$ cat src/design/gclp_pkg.sv
// ----------------------------------------------------------------------------
// G-code line parser package
// Shared types, constants and the command name table.
// ----------------------------------------------------------------------------
package gclp_pkg;

	localparam int VALUE_WIDTH   = 32;
	localparam int NUM_COMMANDS  = 15;
	localparam int NUM_LETTERS   = 9;
	localparam int NAME_SLOTS    = 5;

	localparam logic [3:0] UNKNOWN_INDEX = 4'd15;
	localparam logic [3:0] NO_LETTER     = 4'd15;

	typedef enum logic [1:0] {
		PH_BEFORE,
		PH_NAME,
		PH_ARGS
	} token_phase_t;

	typedef enum logic [1:0] {
		NUM_SIGN,
		NUM_DIGITS,
		NUM_DONE
	} number_phase_t;

	typedef struct packed {
		logic [7:0] char_byte;
		logic       end_of_line;
	} char_item_t;

	typedef struct packed {
		logic [3:0]         command_index;
		logic               recognized;
		logic [8:0]         used_mask;
		logic signed [31:0] x_value;
		logic signed [31:0] y_value;
		logic signed [31:0] z_value;
		logic signed [31:0] e_value;
		logic signed [31:0] f_value;
		logic signed [31:0] s_value;
		logic signed [31:0] i_value;
		logic signed [31:0] j_value;
		logic signed [31:0] k_value;
	} record_t;

	// name collected from the first token of a line
	typedef struct packed {
		logic            started;
		logic            overflow;
		logic [2:0]      len;
		logic [4:0][7:0] bytes;
	} name_info_t;

	typedef struct packed {
		logic [2:0]      len;
		logic [4:0][7:0] bytes;
	} cmd_entry_t;

	function automatic cmd_entry_t make_entry(input logic [2:0] len, input logic [7:0] c0,
		input logic [7:0] c1, input logic [7:0] c2, input logic [7:0] c3);
		cmd_entry_t e;
		e.len   = len;
		e.bytes = {8'h00, c3, c2, c1, c0};
		return e;
	endfunction

	function automatic cmd_entry_t cmd_entry(input logic [3:0] k);
		cmd_entry_t e;
		case (k)
			4'd0:    e = make_entry(3'd2, "G", "1", 8'h00, 8'h00);
			4'd1:    e = make_entry(3'd2, "G", "2", 8'h00, 8'h00);
			4'd2:    e = make_entry(3'd2, "G", "3", 8'h00, 8'h00);
			4'd3:    e = make_entry(3'd3, "G", "1", "7", 8'h00);
			4'd4:    e = make_entry(3'd3, "G", "1", "8", 8'h00);
			4'd5:    e = make_entry(3'd3, "G", "1", "9", 8'h00);
			4'd6:    e = make_entry(3'd3, "G", "2", "8", 8'h00);
			4'd7:    e = make_entry(3'd3, "G", "9", "0", 8'h00);
			4'd8:    e = make_entry(3'd3, "G", "9", "1", 8'h00);
			4'd9:    e = make_entry(3'd3, "G", "9", "2", 8'h00);
			4'd10:   e = make_entry(3'd4, "M", "1", "0", "4");
			4'd11:   e = make_entry(3'd4, "M", "1", "0", "6");
			4'd12:   e = make_entry(3'd4, "M", "1", "0", "9");
			4'd13:   e = make_entry(3'd4, "M", "1", "4", "0");
			4'd14:   e = make_entry(3'd4, "M", "1", "9", "0");
			default: e = make_entry(3'd7, 8'h00, 8'h00, 8'h00, 8'h00);
		endcase
		return e;
	endfunction

	function automatic logic [3:0] letter_code(input logic [7:0] c);
		logic [3:0] r;
		case (c)
			"X":     r = 4'd0;
			"Y":     r = 4'd1;
			"Z":     r = 4'd2;
			"E":     r = 4'd3;
			"F":     r = 4'd4;
			"S":     r = 4'd5;
			"I":     r = 4'd6;
			"J":     r = 4'd7;
			"K":     r = 4'd8;
			default: r = NO_LETTER;
		endcase
		return r;
	endfunction

endpackage

$ cat src/design/gclp_cmd_match.sv
// ----------------------------------------------------------------------------
// G-code command matcher
// Compares the collected command name against the fixed command table.
// ----------------------------------------------------------------------------
module gclp_cmd_match (
	input  gclp_pkg::name_info_t name,
	output logic [3:0]           cmd_index
);

	logic [gclp_pkg::NUM_COMMANDS-1:0] hit;

	always_comb begin
		gclp_pkg::cmd_entry_t e;
		for (int k = 0; k < gclp_pkg::NUM_COMMANDS; k++) begin
			e = gclp_pkg::cmd_entry(4'(k));
			hit[k] = name.started && !name.overflow && (name.len == e.len)
				&& (name.bytes == e.bytes);
		end
	end

	always_comb begin
		cmd_index = gclp_pkg::UNKNOWN_INDEX;
		for (int k = gclp_pkg::NUM_COMMANDS - 1; k >= 0; k--) begin
			if (hit[k]) begin
				cmd_index = 4'(k);
			end
		end
	end

endmodule

$ cat src/design/gclp_lexer.sv
// ----------------------------------------------------------------------------
// G-code line lexer
// Per-byte token state, number accumulation and parameter registers.
// ----------------------------------------------------------------------------
module gclp_lexer #(
	parameter int VALUE_WIDTH = gclp_pkg::VALUE_WIDTH
) (
	input  logic                 clk,
	input  logic                 arst_n,
	input  logic                 step,
	input  gclp_pkg::char_item_t item,
	input  logic [3:0]           cmd_index,
	output gclp_pkg::name_info_t name,
	output gclp_pkg::record_t    record
);

	localparam int NL = gclp_pkg::NUM_LETTERS;
	localparam logic [7:0] CH_SEMI  = 8'h3B;
	localparam logic [7:0] CH_SPACE = 8'h20;
	localparam logic [7:0] CH_LF    = 8'h0A;
	localparam logic [7:0] CH_CR    = 8'h0D;
	localparam logic [7:0] CH_TAB   = 8'h09;
	localparam logic [7:0] CH_VT    = 8'h0B;
	localparam logic [7:0] CH_FF    = 8'h0C;
	localparam logic [7:0] CH_PLUS  = 8'h2B;
	localparam logic [7:0] CH_MINUS = 8'h2D;
	localparam logic [7:0] CH_ZERO  = 8'h30;
	localparam logic [7:0] CH_NINE  = 8'h39;
	localparam logic [VALUE_WIDTH-1:0] CAP     = {1'b1, {(VALUE_WIDTH-1){1'b0}}};
	localparam logic [VALUE_WIDTH-1:0] POS_MAX = {1'b0, {(VALUE_WIDTH-1){1'b1}}};

	logic                    in_comment_q;
	gclp_pkg::token_phase_t  phase_q;
	logic                    at_start_q;
	logic [4:0][7:0]         buf_q;
	logic [2:0]              len_q;
	logic                    ovf_q;
	logic [3:0]              letter_q;
	gclp_pkg::number_phase_t num_q;
	logic                    neg_q;
	logic [VALUE_WIDTH-1:0]  acc_q;
	logic [VALUE_WIDTH-1:0]  vals_q [NL];
	logic [NL-1:0]           mask_q;

	logic                    a_comment;
	gclp_pkg::token_phase_t  a_phase;
	logic                    a_start;
	logic [4:0][7:0]         a_buf;
	logic [2:0]              a_len;
	logic                    a_ovf;
	logic [3:0]              a_letter;
	gclp_pkg::number_phase_t a_num;
	logic                    a_neg;
	logic [VALUE_WIDTH-1:0]  a_acc;

	logic                    closing;
	logic                    c_write;
	gclp_pkg::token_phase_t  n_phase;
	logic [VALUE_WIDTH-1:0]  close_val;
	logic [VALUE_WIDTH-1:0]  vals_d [NL];
	logic [NL-1:0]           mask_d;

	logic                    is_sep;
	logic                    is_semi;
	logic                    is_digit;
	logic [VALUE_WIDTH+3:0]  mac;
	logic [VALUE_WIDTH-1:0]  acc_dig;

	logic [7:0] c;
	assign c = item.char_byte;

	assign is_sep   = (c == CH_SPACE) || (c == CH_LF) || (c == CH_CR);
	assign is_semi  = (c == CH_SEMI);
	assign is_digit = (c >= CH_ZERO) && (c <= CH_NINE);

	// acc * 10 + digit, saturating at the magnitude cap
	assign mac     = ({4'b0, acc_q} << 3) + ({4'b0, acc_q} << 1)
		+ {{VALUE_WIDTH{1'b0}}, c[3:0]};
	assign acc_dig = (mac > {4'b0, CAP}) ? CAP : mac[VALUE_WIDTH-1:0];

	always_comb begin
		a_comment = in_comment_q;
		a_phase   = phase_q;
		a_start   = at_start_q;
		a_buf     = buf_q;
		a_len     = len_q;
		a_ovf     = ovf_q;
		a_letter  = letter_q;
		a_num     = num_q;
		a_neg     = neg_q;
		a_acc     = acc_q;
		if (!in_comment_q && !is_semi && !is_sep) begin
			if (phase_q == gclp_pkg::PH_BEFORE) begin
				a_phase = gclp_pkg::PH_NAME;
			end
			if (a_phase == gclp_pkg::PH_NAME) begin
				if (len_q < 3'(gclp_pkg::NAME_SLOTS)) begin
					a_buf[len_q] = c;
					a_len        = len_q + 3'd1;
				end else begin
					a_ovf = 1'b1;
				end
			end else if (at_start_q) begin
				a_start  = 1'b0;
				a_letter = gclp_pkg::letter_code(c);
				a_num    = gclp_pkg::NUM_SIGN;
				a_neg    = 1'b0;
				a_acc    = '0;
			end else if (letter_q < 4'(NL)) begin
				case (num_q)
					gclp_pkg::NUM_SIGN: begin
						if (c == CH_TAB || c == CH_VT || c == CH_FF) begin
							a_num = gclp_pkg::NUM_SIGN;
						end else if (c == CH_PLUS) begin
							a_num = gclp_pkg::NUM_DIGITS;
						end else if (c == CH_MINUS) begin
							a_neg = 1'b1;
							a_num = gclp_pkg::NUM_DIGITS;
						end else if (is_digit) begin
							a_acc = acc_dig;
							a_num = gclp_pkg::NUM_DIGITS;
						end else begin
							a_num = gclp_pkg::NUM_DONE;
						end
					end
					gclp_pkg::NUM_DIGITS: begin
						if (is_digit) begin
							a_acc = acc_dig;
						end else begin
							a_num = gclp_pkg::NUM_DONE;
						end
					end
					default: begin
						a_num = num_q;
					end
				endcase
			end
		end
		if (!in_comment_q && is_semi) begin
			a_comment = 1'b1;
		end
	end

	// token close, at most once per byte
	assign closing = item.end_of_line || (!in_comment_q && (is_semi || is_sep));
	assign c_write = closing && (a_phase == gclp_pkg::PH_ARGS) && !a_start
		&& (a_letter < 4'(NL));
	assign n_phase = (closing && a_phase == gclp_pkg::PH_NAME) ? gclp_pkg::PH_ARGS : a_phase;
	assign close_val = a_neg ? (~a_acc + 1'b1) : ((a_acc == CAP) ? POS_MAX : a_acc);

	always_comb begin
		for (int k = 0; k < NL; k++) begin
			vals_d[k] = (c_write && a_letter == 4'(k)) ? close_val : vals_q[k];
			mask_d[k] = mask_q[k] || (c_write && a_letter == 4'(k));
		end
	end

	assign name = '{started: (a_phase != gclp_pkg::PH_BEFORE), overflow: a_ovf,
		len: a_len, bytes: a_buf};

	function automatic logic [31:0] to_field(input logic [VALUE_WIDTH-1:0] v);
		logic [VALUE_WIDTH+31:0] w;
		w = {{32{v[VALUE_WIDTH-1]}}, v};
		return w[31:0];
	endfunction

	always_comb begin
		record.command_index = cmd_index;
		record.recognized    = (cmd_index != gclp_pkg::UNKNOWN_INDEX);
		record.used_mask     = mask_d;
		record.x_value       = to_field(vals_d[0]);
		record.y_value       = to_field(vals_d[1]);
		record.z_value       = to_field(vals_d[2]);
		record.e_value       = to_field(vals_d[3]);
		record.f_value       = to_field(vals_d[4]);
		record.s_value       = to_field(vals_d[5]);
		record.i_value       = to_field(vals_d[6]);
		record.j_value       = to_field(vals_d[7]);
		record.k_value       = to_field(vals_d[8]);
	end

	always_ff @(posedge clk or negedge arst_n) begin
		if (!arst_n) begin
			in_comment_q <= 1'b0;
			phase_q      <= gclp_pkg::PH_BEFORE;
			at_start_q   <= 1'b1;
			buf_q        <= '0;
			len_q        <= '0;
			ovf_q        <= 1'b0;
			letter_q     <= gclp_pkg::NO_LETTER;
			num_q        <= gclp_pkg::NUM_SIGN;
			neg_q        <= 1'b0;
			acc_q        <= '0;
			mask_q       <= '0;
			for (int k = 0; k < NL; k++) begin
				vals_q[k] <= '0;
			end
		end else if (step) begin
			if (item.end_of_line) begin
				in_comment_q <= 1'b0;
				phase_q      <= gclp_pkg::PH_BEFORE;
				at_start_q   <= 1'b1;
				buf_q        <= '0;
				len_q        <= '0;
				ovf_q        <= 1'b0;
				letter_q     <= gclp_pkg::NO_LETTER;
				num_q        <= gclp_pkg::NUM_SIGN;
				neg_q        <= 1'b0;
				acc_q        <= '0;
				mask_q       <= '0;
				for (int k = 0; k < NL; k++) begin
					vals_q[k] <= '0;
				end
			end else begin
				in_comment_q <= a_comment;
				phase_q      <= n_phase;
				at_start_q   <= closing ? 1'b1 : a_start;
				buf_q        <= a_buf;
				len_q        <= a_len;
				ovf_q        <= a_ovf;
				letter_q     <= closing ? gclp_pkg::NO_LETTER : a_letter;
				num_q        <= a_num;
				neg_q        <= a_neg;
				acc_q        <= a_acc;
				mask_q       <= mask_d;
				for (int k = 0; k < NL; k++) begin
					vals_q[k] <= vals_d[k];
				end
			end
		end
	end

endmodule

$ cat src/design/gcode_line_parser_unit.sv
// An accepted end-of-line byte is registered in byte_s1, and its record is then registered in rec_q.
// Throughput: one byte per cycle while byte_stall is low; the lexer state updates once per byte.
// A record waiting under stall holds back only an end-of-line byte.
// Reset (arst_n low) clears all line state and both valid flags.
// ----------------------------------------------------------------------------
// G-code line parser
// Byte-stream lexer for one G-code line, emitting one parsed record per line.
// ----------------------------------------------------------------------------
module gcode_line_parser_unit #(
	parameter int VALUE_WIDTH = gclp_pkg::VALUE_WIDTH
) (
	input  logic                 clk,
	input  logic                 arst_n,
	input  logic                 byte_valid,
	output logic                 byte_stall,
	input  gclp_pkg::char_item_t byte_data,
	output logic                 rec_valid,
	input  logic                 rec_stall,
	output gclp_pkg::record_t    rec_data
);

	gclp_pkg::char_item_t byte_s1;
	logic                 byte_valid_s1;
	gclp_pkg::record_t    rec_q;
	logic                 rec_valid_q;

	gclp_pkg::name_info_t name;
	logic [3:0]           cmd_index;
	gclp_pkg::record_t    record;
	logic                 s1_go;
	logic                 step;
	logic                 take;

	assign s1_go      = !byte_s1.end_of_line || !rec_valid_q || !rec_stall;
	assign step       = byte_valid_s1 && s1_go;
	assign byte_stall = byte_valid_s1 && !s1_go;
	assign take       = byte_valid && !byte_stall;

	always_ff @(posedge clk or negedge arst_n) begin
		if (!arst_n) begin
			byte_valid_s1 <= 1'b0;
		end else if (take) begin
			byte_valid_s1 <= 1'b1;
		end else if (s1_go) begin
			byte_valid_s1 <= 1'b0;
		end
	end

	always_ff @(posedge clk) begin
		if (take) begin
			byte_s1 <= byte_data;
		end
	end

	gclp_lexer #(
		.VALUE_WIDTH(VALUE_WIDTH)
	) u_lexer (
		.clk      (clk),
		.arst_n   (arst_n),
		.step     (step),
		.item     (byte_s1),
		.cmd_index(cmd_index),
		.name     (name),
		.record   (record)
	);

	gclp_cmd_match u_match (
		.name     (name),
		.cmd_index(cmd_index)
	);

	always_ff @(posedge clk or negedge arst_n) begin
		if (!arst_n) begin
			rec_valid_q <= 1'b0;
		end else if (step && byte_s1.end_of_line) begin
			rec_valid_q <= 1'b1;
		end else if (!rec_stall) begin
			rec_valid_q <= 1'b0;
		end
	end

	always_ff @(posedge clk) begin
		if (step && byte_s1.end_of_line) begin
			rec_q <= record;
		end
	end

	assign rec_valid = rec_valid_q;
	assign rec_data  = rec_q;

`ifndef NO_ASSERTIONS
	a_recognized: assert property (@(posedge clk) disable iff (!arst_n)
		rec_valid |-> (rec_data.recognized == (rec_data.command_index != gclp_pkg::UNKNOWN_INDEX)))
		else $error("recognized flag disagrees with command index");

	a_absent_zero: assert property (@(posedge clk) disable iff (!arst_n)
		(rec_valid && !rec_data.used_mask[0]) |-> (rec_data.x_value == 32'sd0))
		else $error("absent X parameter carries a value");

	a_stall_cause: assert property (@(posedge clk) disable iff (!arst_n)
		byte_stall |-> (byte_valid_s1 && byte_s1.end_of_line && rec_valid && rec_stall))
		else $error("input stalled without a blocked record");

	a_no_overwrite: assert property (@(posedge clk) disable iff (!arst_n)
		(rec_valid && rec_stall) |-> !step || !byte_s1.end_of_line)
		else $error("waiting record would be overwritten");
`endif

endmodule
$ cat config.mk
export PLATFORM = sky130hd
export DESIGN_NAME = gcode_line_parser_unit
export DESIGN_NICKNAME = d
export VERILOG_FILES = /design/src/design/gclp_pkg.sv /design/src/design/gclp_cmd_match.sv /design/src/design/gclp_lexer.sv /design/src/design/gcode_line_parser_unit.sv
export SDC_FILE = /design/constraint.sdc
export NUM_CORES = 1
export LEC_CHECK = 0
export BUFFER_PORTS_ARGS = -buffer_cell sky130_fd_sc_hd__buf_2
export CAP_MARGIN = 20
export CORE_UTILIZATION = 54
export DETAILED_ROUTE_END_ITERATION = 16
export PLACE_DENSITY_LB_ADDON = 0.1
export SLEW_MARGIN = 15
export SYNTH_ARGS = -nofsm -noshare
export SYNTH_HDL_FRONTEND = slang
export SYNTH_SLANG_ARGS = --single-unit
$ cat constraint.sdc
create_clock -name clk -period 6.55 [get_ports clk]
set_input_delay 0.9825 -clock clk [delete_from_list [all_inputs] [get_ports clk]]
set_output_delay 0.9825 -clock clk [all_outputs]
set_load 0.1 [all_outputs]
==> flow_metrics.py <==
metrics = {
    "logic_synthesis": {
        "synth.distinct_cells": 101,
        "synth_edf_count": 311,
        "ys_seq_area_share_pct": 54.7,
        "yosysTopAreaCellShare_pct": 27.5,
        "synth_warnings": 0,
        "synth_area_leaders": "dfrtp_1, edfxtp_1, nand2_1",
        "yosysMostFrequentCell": "nand2_1",
        "syn_area_um2": 34700,
        "avgSynthCellArea_um2": 10.1,
        "synth_nets": 3533,
        "netlist_instances": 3453,
        "synth_common_cells": "nand2_1, dfrtp_1, o21ai_0, edfxtp_1, clkbuf_1",
        "ys_ff_latch": 697,
        "synthArstFlopShare_pct": 55.4,
        "synth_top_cell_by_area": "dfrtp_1",
        "synthFlopType": "dfrtp_1",
    },
    "die": {
        "start_util_pct": 54.9,
        "ios": 317,
        "rows": 92,
        "dieWidth_um": 256,
        "die_h_um": 256,
        "die_area_um2": 65300,
        "core_um2": 63300,
    },
    "cts": {
        "clock_sinks": 697,
        "clk_latency_ns": 0.64,
        "clkTransAtPathRegs_ns": 0.06,
        "cts_tree": "done",
        "cts_max_level": 3,
        "cts_root_buffer": "clkbuf_16",
        "cts_buffers": 74,
        "cts_buffer_depth": 3,
    },
    "sta": {
        "period_share_pct": 96.4,
        "hold_viol": 0,
        "rsz0062_at_grt": "false",
        "min_period_ns": 6.31,
        "maxSlewViolCount": 0,
        "slew_headroom_pct": 17.1,
        "setup_viol": 0,
        "tightest_slew_ns": 1.24,
        "fin_setup_tns_ns": 0,
        "skew_ns": 0.0313,
        "maxClockFrequency_mhz": 158,
    },
    "placed_design": {
        "place_hpwl_mm": 76.3,
        "place_area_um2": 38400,
        "io_buffers": 316,
        "place_congestion": 0.954,
    },
    "worst_setup_path": {
        "critPathCaptureType": "register",
        "crit_family": "simple AND/OR/NAND/NOR gates",
        "rr_startpoint": "u_lexer.acc_q[1]$_DFFE_PN0P_",
        "r2r_cells": 20,
        "cp.arrival_ns": 6.58,
        "cpMaxStageDelayCell": "or4_1",
        "startpoint": "u_lexer.acc_q[1]$_DFFE_PN0P_",
        "cp_max_fo": 7,
        "cp_cell_sequence": "ha_1 > ha_1 > inv_1 > fa_1 > xnor2_1 > or4_1 > nor4_4 > o2111ai_1 > or4b_1 > or4_1 > buf_4 > o21ai_2 > a21oi_1 > buf_4 > o211ai_2 > nor4_1 > or3_1 > a21oi_2 > buf_4 > o21ai_0",
        "criticalPathCategory": "register to register",
        "cp_num_cells": 20,
        "path_buf_inv": 4,
        "reg2reg_slack_ns": 0.24,
        "path_common_cell": "buf_4",
        "r2r-end": "rec_data[151]$_DFFE_PP_",
        "required_ns": 6.82,
        "crit_end": "rec_data[151]$_DFFE_PP_",
        "start_kind": "register",
        "max_stage_delay_ns": 0.54,
    },
    "grt": {
        "grt_pass1_vias": 28900,
        "grt_max_degree": 247,
        "grt_pass1_wl_mm": 174,
        "antenna_found_initial": 0,
        "grtUsageTotal_pct": 34.0,
        "grt_overflow": 0,
    },
    "pwr": {
        "swShare_pct": 32.8,
        "netSwitchingPower_mw": 4.02,
        "seqPwrFrac_pct": 44.9,
        "pwr-share-clk_pct": 35.4,
        "power_frac_comb_pct": 19.7,
        "p_leak_nw": 17.2,
        "p_total_mw": 12.3,
        "ir_worst_vdd_v": 0.000229,
        "p_int_mw": 8.25,
        "power_density_nw_per_um2": 299,
    },
    "route": {
        "route.vias.total": 30500,
        "ant_nets": 0,
        "drt_iter0_drc": 3743,
        "viasPerCell": 6.49,
        "routed_wl_mm": 114,
        "drc_errors": 0,
        "avgRoutedWirePerCell_um": 24.2,
        "first_pass_iters": 6,
    },
    "layout": {
        "area_delta_synth_final_pct": 18.0,
        "final_net_count": 3870,
        "layout-drive-gt1-share_pct": 19.0,
        "antenna_cells": 0,
        "final_area_um2": 41000,
    },
    "hold_path": {
        "hold_class": "input port to async pin",
    },
    "run_status": {
        "outcome": "finished, final reports clean",
    },
    "flow_run": {
        "drv_cap": 0,
    },
}
==> cell usage in the layout, fill, tap and decap left out, types with 11 or more instances in the layout <==
cell	count
o2111ai_1	11
o31ai_1	146
mux2i_1	20
ha_1	65
xnor2_1	22
nor3_1	43
nor2_1	204
buf_12	38
and3_1	59
nor4_1	22
nor3b_1	12
edfxtp_1	311
dfrtp_1	381
buf_4	183
nand2_1	578
nand3_1	69
nand2b_1	16
a211oi_1	11
a31oi_1	24
o21ai_1	42
and2_1	15
xor2_1	15
inv_1	32
a21oi_1	212
nand4_1	20
o41ai_1	16
nor2b_1	20
or3_1	13
o221ai_1	130
buf_2	315
o211ai_1	31
o21a_1	22
a22o_1	62
a21o_1	24
clkinv_2	15
clkbuf_1	18
o21ai_0	343
clkbuf_16	76
==> cell families (layout without fill, tap and decap cells) <==
| kind of cell | Yosys count | in the layout | share of synthesized area (%) |
|---|---|---|---|
| compound gates | 1178 | 1178 | 22.6 |
| xor+xnor | 37 | 37 | 0.933 |
| fa+ha+maj | 67 | 67 | 2.46 |
| buf+inv | 310 | 708 | 3.65 |
| flops | 697 | 697 | 54.7 |
| mux | 24 | 24 | 0.713 |
| simple gates | 1140 | 1140 | 14.9 |
==> stage by stage <==
stage | util (%) | setup slack (ns) | instances | hold WS, ns
4_1_cts | 64.7 | 0.103 | 4693 | 0.394
6_report | 64.8 | 0.238 | 4697 | 0.324
2_1_floorplan | - | 0.273 | 3453 | 0.447
3_5_place_dp | 60.7 | 0.166 | 4556 | 0.468
5_1_grt | 64.8 | 0.0193 | 4697 | 0.416
3_3_place_gp | 60.7 | 0.184 | 4556 | 0.460
==> power by group through the flow <==
stage	clock [mW]	combinational (mW)	sequential, mW
2_1_floorplan	0	0.927	6.53
3_3_place_gp	0	2.34	5.55
3_5_place_dp	0	2.40	5.58
4_1_cts	4.38	2.41	5.50
5_1_grt	4.54	2.58	5.56
6_report	4.35	2.42	5.51
==> registers in the layout, summed over array words and instances, names as in the netlist <==
signal,flops
u_lexer.phase_q,2
u_lexer.at_start_q,1
u_lexer.buf_q,40
rec_valid,1
u_lexer.acc_q,32
u_lexer.in_comment_q,1
u_lexer.mask_q,9
byte_valid_s1,1
u_lexer.num_q,2
byte_s1,9
u_lexer.ovf_q,1
u_lexer.neg_q,1
u_lexer.vals_q,288
u_lexer.len_q,3
u_lexer.letter_q,4
rec_data,302
==> per-layer routing <==
| metal | vias up | global-route usage [%] | wire length [um] |
|---|---|---|---|
| met5 | - | 0 | 0 |
| met1 | 15000 | 47.7 | 46700 |
| li1 | 13600 | - | - |
| met3 | 241 | 4.59 | 9440 |
| met2 | 1614 | 53.4 | 52900 |
| met4 | 0 | 14.2 | 4730 |
==> worst reg2reg max path, cell delays in order (launching register included) <==
cell	delay (ns)
dfrtp_1	0.43
ha_1	0.32
ha_1	0.20
inv_1	0.08
fa_1	0.46
xnor2_1	0.16
or4_1	0.54
nor4_4	0.20
o2111ai_1	0.17
or4b_1	0.52
or4_1	0.51
buf_4	0.16
o21ai_2	0.33
a21oi_1	0.19
buf_4	0.18
o211ai_2	0.30
nor4_1	0.18
or3_1	0.37
a21oi_2	0.27
buf_4	0.16
o21ai_0	0.24
==> timing repair <==
action	CTS	global route
buffers inserted	0	4
setup endpoints to repair	0	303
hold buffers	0	0
resized for setup	0	10
==> layout make-up <==
class,count,area [um2]
timing repair buffer,537,3730
sequential,697,19000
fill,5081,22300
clock inverter,34,429
tap,846,1060
inverter,34,135
multi-input combinational,2446,14600
clock buffer,103,2090
==> worst min path at each step <==
stage | startpoint | to | slack (ns) | cells after the start
floorplan | u_lexer.vals_q[255]$_DFFE_PN0P_ | u_lexer.vals_q[255]$_DFFE_PN0P_ | 0.45 | 2
CTS | arst_n | u_lexer.vals_q[187]$_DFFE_PN0P_ | 0.39 | 1
global route | arst_n | u_lexer.vals_q[187]$_DFFE_PN0P_ | 0.42 | 1
global placement | u_lexer.vals_q[255]$_DFFE_PN0P_ | u_lexer.vals_q[255]$_DFFE_PN0P_ | 0.46 | 2
finish | arst_n | u_lexer.vals_q[187]$_DFFE_PN0P_ | 0.32 | 1
detailed placement | u_lexer.vals_q[114]$_DFFE_PN0P_ | u_lexer.vals_q[114]$_DFFE_PN0P_ | 0.47 | 2
Power figures use the tool's default switching activity.
